## config.mk

```make
export PLATFORM = sky130hd
export DESIGN_NAME = cmdp_pix_div
export DESIGN_NICKNAME = d
export VERILOG_FILES = /design/src/rtl/core/cmdp_pix_div.sv
export SDC_FILE = /design/constraint.sdc
export NUM_CORES = 2
export LEC_CHECK = 0
export BUFFER_PORTS_ARGS = -buffer_cell sky130_fd_sc_hd__buf_2
export CAP_MARGIN = 15
export CORE_MARGIN = 3
export CORE_UTILIZATION = 40
export CTS_BUF_LIST = sky130_fd_sc_hd__clkbuf_16
export CTS_CLUSTER_SIZE = 20
export DETAILED_ROUTE_END_ITERATION = 12
export GPL_TIMING_DRIVEN = 1
export MAX_ROUTING_LAYER = met4
export REMOVE_ABC_BUFFERS = 1
export SLEW_MARGIN = 5
export SYNTH_ARGS = -nofsm -noshare
export SYNTH_HDL_FRONTEND = slang
export SYNTH_SLANG_ARGS = --single-unit
```

## constraint.sdc

```tcl
create_clock -name i_clk -period 5.2 [get_ports i_clk]
set_input_delay 0.26 -clock i_clk [delete_from_list [all_inputs] [get_ports i_clk]]
set_output_delay 0.26 -clock i_clk [all_outputs]
set_load 0.1 [all_outputs]
```

## src/rtl/core/cmdp_pix_div.sv

```systemverilog
// Pipelined restoring divider for the pixel coordinates, one quotient bit per stage.
module cmdp_pix_div #(
    parameter int NW = 41,
    parameter int DW = 19,
    parameter int QB = 21
) (
    input  logic          i_clk,
    input  logic          i_en,
    input  logic [NW-1:0] i_num,
    input  logic [DW-1:0] i_den,
    output logic [QB-1:0] o_quo
);

    logic [NW-1:0] r_rem [QB];
    logic [DW-1:0] r_den [QB];
    logic [QB-1:0] r_quo [QB];
    logic [NW-1:0] n_rem [QB];
    logic [DW-1:0] n_den [QB];
    logic [QB-1:0] n_quo [QB];

    // Test one quotient bit per stage, most significant first
    always_comb begin
        logic [NW-1:0] rem_in;
        logic [DW-1:0] den_in;
        logic [QB-1:0] quo_in;
        logic [NW-1:0] cand;
        logic          ge;
        for (int k = 0; k < QB; k++) begin
            rem_in = (k == 0) ? i_num : r_rem[(k == 0) ? 0 : k - 1];
            den_in = (k == 0) ? i_den : r_den[(k == 0) ? 0 : k - 1];
            quo_in = (k == 0) ? '0    : r_quo[(k == 0) ? 0 : k - 1];
            cand   = NW'(den_in) << (QB - 1 - k);
            ge     = (rem_in >= cand);
            n_rem[k] = ge ? (rem_in - cand) : rem_in;
            n_den[k] = den_in;
            n_quo[k] = QB'({quo_in, ge});
        end
    end

    // Advance all stages together
    always_ff @(posedge i_clk) begin
        if (i_en) begin
            for (int k = 0; k < QB; k++) begin
                r_rem[k] <= n_rem[k];
                r_den[k] <= n_den[k];
                r_quo[k] <= n_quo[k];
            end
        end
    end

    assign o_quo = r_quo[QB-1];

endmodule

```

# Word-level counts from Yosys, hierarchy flattened
# Memories as Yosys holds them, arrays and structs flattened.
# Index checks and enable logic that the tools add are counted.
# Widths: inputs -> output; s select.
dict set report op_classes {
  n_addsub 21
  magnitude_cmp 21
  n_mux 23
}
# operator count
set op_table {}
lappend op_table {{$mux 41} 21}
lappend op_table {{$ge 41x19->1} 1}
lappend op_table {{$ge 41x20->1} 1}
lappend op_table {{$ge 41x21->1} 1}
lappend op_table {{$ge 41x22->1} 1}
lappend op_table {{$ge 41x23->1} 1}
lappend op_table {{$ge 41x24->1} 1}
lappend op_table {{$ge 41x25->1} 1}
lappend op_table {{$ge 41x26->1} 1}
lappend op_table {{$ge 41x27->1} 1}
lappend op_table {{$ge 41x28->1} 1}
lappend op_table {{$ge 41x29->1} 1}
lappend op_table {{$ge 41x30->1} 1}
lappend op_table {{$ge 41x31->1} 1}
lappend op_table {{$ge 41x32->1} 1}
lappend op_table {{$ge 41x33->1} 1}
lappend op_table {{$ge 41x34->1} 1}
lappend op_table {{$ge 41x35->1} 1}
lappend op_table {{$ge 41x36->1} 1}
lappend op_table {{$ge 41x37->1} 1}
lappend op_table {{$ge 41x38->1} 1}
lappend op_table {{$ge 41x39->1} 1}
lappend op_table {{$sub 41x19->41} 1}
lappend op_table {{$sub 41x20->41} 1}
lappend op_table {{other kinds (20)} 21}
dict set report word_totals {
  register_bits 0
  mem_bits_rw 1701
  in_bits 62
  output_inout_bits 21
  elab_cells 68
  memories 3
}
# name depth width rd rd_ports_with_merged_regs write_ports line
set mem_list {}
lappend mem_list {r_rem 21 41 20 0 21 14} ;# logic [NW-1:0] r_rem [QB];
lappend mem_list {r_quo 21 21 21 0 21 16} ;# logic [QB-1:0] r_quo [QB];
lappend mem_list {r_den 21 19 20 0 21 15} ;# logic [DW-1:0] r_den [QB];

# Depth between registers and ports, before layout
# An unclocked memory read counts as a cell.
dict set report depth {
  depth_word 3
  mapped_depth 14
  depth_no_buf 12
}

# Least setup slack after synthesis
# No wires, ideal clock.
dict set report synth_path {
  path_kind {reg-to-reg}
  startpoint {memory r_rem[10][9] (netlist: r_rem[2][91])}
  endpoint {memory r_rem[11][33] (netlist: r_rem[2][156]) (data pin)}
  setup_time_ns 0.279
  arrival_time_ns 3.119
  required_ns 4.921
  slack_ns 1.801
  stages_incl_launch_ff 13
  n_path_buf 0
  period_less_slack_ns 3.399
  cell_sequence {edfxtp_1 -> inv_1 -> ha_1 -> inv_1 -> fa_1 -> a21o_1 -> a221oi_1 -> a21oi_1 -> a2111oi_1 -> o21ai_0 -> a21o_1 -> a2111oi_0 -> xor2_1}
}
# element line
set synth_rtl {}
lappend synth_rtl {{from (decl)} 14}

==> summary.md <==
| Metric | Value |
|---|---|
| Worst reg2reg endpoint | r_rem[2][156]$_DFFE_PP_ |
| Number of flops mapped to enable cells by yosys | 1431 |
| Startpoint types | flip-flop |
| Tcrit/Tclk final | 83.57% |
| # Post-CTS Setup Buffers | 0 |
| Wire length per cell | 17.81 um |
| Internal | 0.02754 W |
| Worst rel slew slack | 22.24% |
| CP Capture Point | r_rem[2][156]$_DFFE_PP_ |
| Cell area power density | 502.3 nW/um^2 |
| CTS Buf Count | 161 |
| FF-to-FF setup slack | 0.85 ns |
| Vias in the first global route | 49010 |
| CTS Root Cell | clkbuf_16 |
| Launching point of the worst reg2reg path | r_rem[2][91]$_DFFE_PP_ |
| Hold Fails Final Rpt | 0 |
| Syn_area_per_cell | 11.96 sq um |
| PortBufs | 82 |
| Status | complete, no violations |
| Largest net degree at the start of global routing | 192 |
| Ys async rst share | 0% |
| Clock Skews | 0.01877 ns |
| Worst hold slack | 0.2027 ns |
| Footprint of the multi-input gates | 27700 sq um |
| Most common cell after layout, fill and taps aside | edfxtp_1 |
| Share of layout cells above drive strength 1 | 7.511% |
| Final TNS setup | 0 ns |
| CP arrival | 4.85 ns |
| Post_cts resized | 0 |
| Max-cap violations | 0 |
| Reg power frac | 41.5% |
| Sw Share | 33.30% |
| Clk pwr share | 25.8% |
| Post-route ant nets | 0 |
| Sequential area share after synthesis | 58.84% |
| Filler cells | 16220 |
| Buf/Inv on CP | 3 |
| Min Tclk post-route | 4.346 ns |
| Syn-to-layout area delta | 12.58% |
| Synth Register Bits | 1431 |
| Cell count of the worst reg-to-reg path | 13 |
| Pin slew with the least headroom to its limit | 1.166 ns |
| DR iter-0 viols | 2378 |
| CP endpoint kind | flip-flop |
| Die Y | 433.3 um |
| Commonest register cell after synthesis | edfxtp_1 |
| Row count | 156 |
| Detailed-route via count | 46850 |
| Ports | 83 |
| CTS sink count | 1431 |
| Cells after Synth | 6105 |
| Initial antenna violation count | 2 |
| Diodes inserted | 0 |
| Gate power share | 32.7% |
| H-tree lvl count | 4 |
| GP Congestion | 0.9654 |
| Die outline area | 187700 sq um |
| NetSw | 0.01375 W |
| Drt via density | 5.292 |
| Pleak | 30.95 nW |
| Clk buf depth | 3 |
| TritonCTS clock tree | yes |
| Crit path depth | 13 |
| Die W | 433.3 um |
| Kind of critical path | flip-flop to flip-flop |
| Clk slew on worst S/H paths | 0.06 ns |
| Detail Placement HPWL | 118200 um |
| Core Region | 181100 sq um |
| RSZ-0062 raised after global routing | no |
| Grt total ovfl | 0 |
| Crit path from | r_rem[2][91]$_DFFE_PP_ |
| Slew Viols, Final | 0 |
| Cell family with most CP delay | compound AO/OA/AOI/OAI gates |
| Synthesis Warnings | 0 |
| Commonest non-fill, non-tap cells in the layout | edfxtp_1, inv_1, nand2_1, ha_1, o21ai_0 |
| Initial core utilization | 40.32% |
| Critical Path, Cell by Cell | inv_1 -> ha_1 -> inv_1 -> fa_1 -> a21o_1 -> a221oi_1 -> a21oi_1 -> buf_4 -> a2111oi_1 -> o21ai_0 -> a21o_1 -> a2111oi_0 -> xor2_1 |
| F_max | 0.2301 GHz |
| Final setup violation count | 0 |
| Synthesized cell area | 73030 sq um |
| Nets@finish | 6838 |
| Sequential Area | 42970 sq um |
| CP peak stage delay | 0.85 ns |
| Final Power | 0.04129 W |
| Final core utilization | 45.39% |
| Worst-Skew Late Latency | 0.78 ns |
| DRC errors left | 0 |
| Slowest cell on crit path | a2111oi_1 |
| Drt total wl | 157700 um |
| Hold Path Class | input pin to flip-flop |
| First-pass GRT wire length | 248400 um |
| Worst vdd ir | 0.0003084 V |
| GRT Overall Usage | 17.19% |
| First-pass iteration count of the detailed router | 6 |
| Critical path data required time | 5.70 ns |
| Worst-path fanout max | 5 |
| Netlist cell types | 93 |
## metal layers
layer / global-route usage [%] / up-vias / wire length (um)
li1: - / 23240 / -
met1: 13.71 / 22210 / 50660
met2: 34.95 / 887 / 91050
met3: 2.437 / 523 / 4340
met4: 11.77 / 0 / 11620
met5: - / - / 0
## registers in the layout, indices dropped and copies added, names as in the netlist
signal,cells
r_den,380
r_quo,231
r_rem,820
## power by group through the flow
stage               Sequential [W]  Combinational, W  Clock [W]
floorplan                   0.0169            0.0101          0
global placement            0.0173            0.0131          0
detailed placement          0.0173            0.0134          0
CTS                         0.0171            0.0135     0.0110
global route                0.0174            0.0151     0.0115
finish                      0.0171            0.0135     0.0106
## cell families (layout without fill, tap and decap cells)
logic type / count (synthesis) / after routing / synth area share, %
xor gates and xnor gates: 500 / 500 / 5.997
AOI/OAI and AO/OA: 1334 / 1334 / 11.52
buffers and inverters: 641 / 1020 / 3.363
and+or+nand+nor: 1717 / 1717 / 11.94
DFF: 1431 / 1431 / 58.84
muxes: 63 / 63 / 0.9577
adders and majority gates: 419 / 419 / 7.384
## worst min path at each step
stage                           startpoint                      end  slack (ns)  cells after the start
finish                            i_den[6]    r_den[0][6]$_DFFE_PP_        0.20                      2
floorplan                         i_den[0]    r_den[0][0]$_DFFE_PP_        0.36                      0
CTS                               i_den[6]    r_den[0][6]$_DFFE_PP_        0.13                      2
global placement     r_quo[1][6]$_DFFE_PP_   r_quo[1][28]$_DFFE_PP_        0.40                      0
detailed placement  r_quo[1][84]$_DFFE_PP_  r_quo[1][106]$_DFFE_PP_        0.40                      0
global route                     i_den[15]   r_den[0][15]$_DFFE_PP_        0.16                      2
## metrics by stage
stage	instances	instance area, sq um	setup WS, ns
after floorplan	5983	72520	-0.1514
after global placement	8500	76600	0.8437
after detailed placement	8502	76620	0.9055
after CTS	8854	82210	0.8938
after global routing	8854	82210	0.7644
final	8854	82210	0.8542
## cell usage after synthesis (25+ instances only)
cell | instances | area [sq um]
a21o_1 | 129 | 968.4
o31ai_1 | 49 | 367.9
nor2b_1 | 52 | 325.3
xnor2_1 | 234 | 2049
o211ai_1 | 29 | 217.7
or4_1 | 39 | 292.8
a31oi_1 | 39 | 244.0
nand4_1 | 76 | 475.5
a21oi_1 | 345 | 1727
and2_1 | 27 | 168.9
inv_1 | 514 | 1929
edfxtp_1 | 1431 | 42970
o21a_1 | 77 | 578.1
clkbuf_1 | 90 | 337.8
nand2b_1 | 71 | 444.2
nor4_1 | 129 | 807.0
nand2_1 | 456 | 1712
or3_1 | 58 | 362.9
o21bai_1 | 39 | 292.8
a211oi_1 | 45 | 337.8
o21ai_0 | 396 | 1982
nand3_1 | 103 | 515.5
nor3_1 | 153 | 765.7
and3_1 | 37 | 231.5
ha_1 | 399 | 4992
xor2_1 | 266 | 2330
nor4b_1 | 25 | 219.0
or2_2 | 28 | 175.2
nor2_1 | 369 | 1385
mux2_2 | 55 | 619.3
## worst register-to-register path, cell delays in order (launching register included)
cell       delay, ns
edfxtp_1        0.40
inv_1           0.08
ha_1            0.15
inv_1           0.06
fa_1            0.40
a21o_1          0.23
a221oi_1        0.43
a21oi_1         0.13
buf_4           0.19
a2111oi_1       0.85
o21ai_0         0.22
a21o_1          0.24
a2111oi_0       0.56
xor2_1          0.14
## timing repair
item,in CTS,in global routing
hold endpoints to repair,130,0
hold buffers,62,0
endpoints found under the setup margin,0,0
## cell type report
class	count	share of cell area, %
multi-input combinational	4033	33.69
inverter	519	2.370
clock inverter	127	1.082
timing repair buffer	211	2.018
clock buffer	163	4.961
tap	2370	3.607
sequential	1431	52.27
No activity file was read; power rests on OpenSTA's default activity.
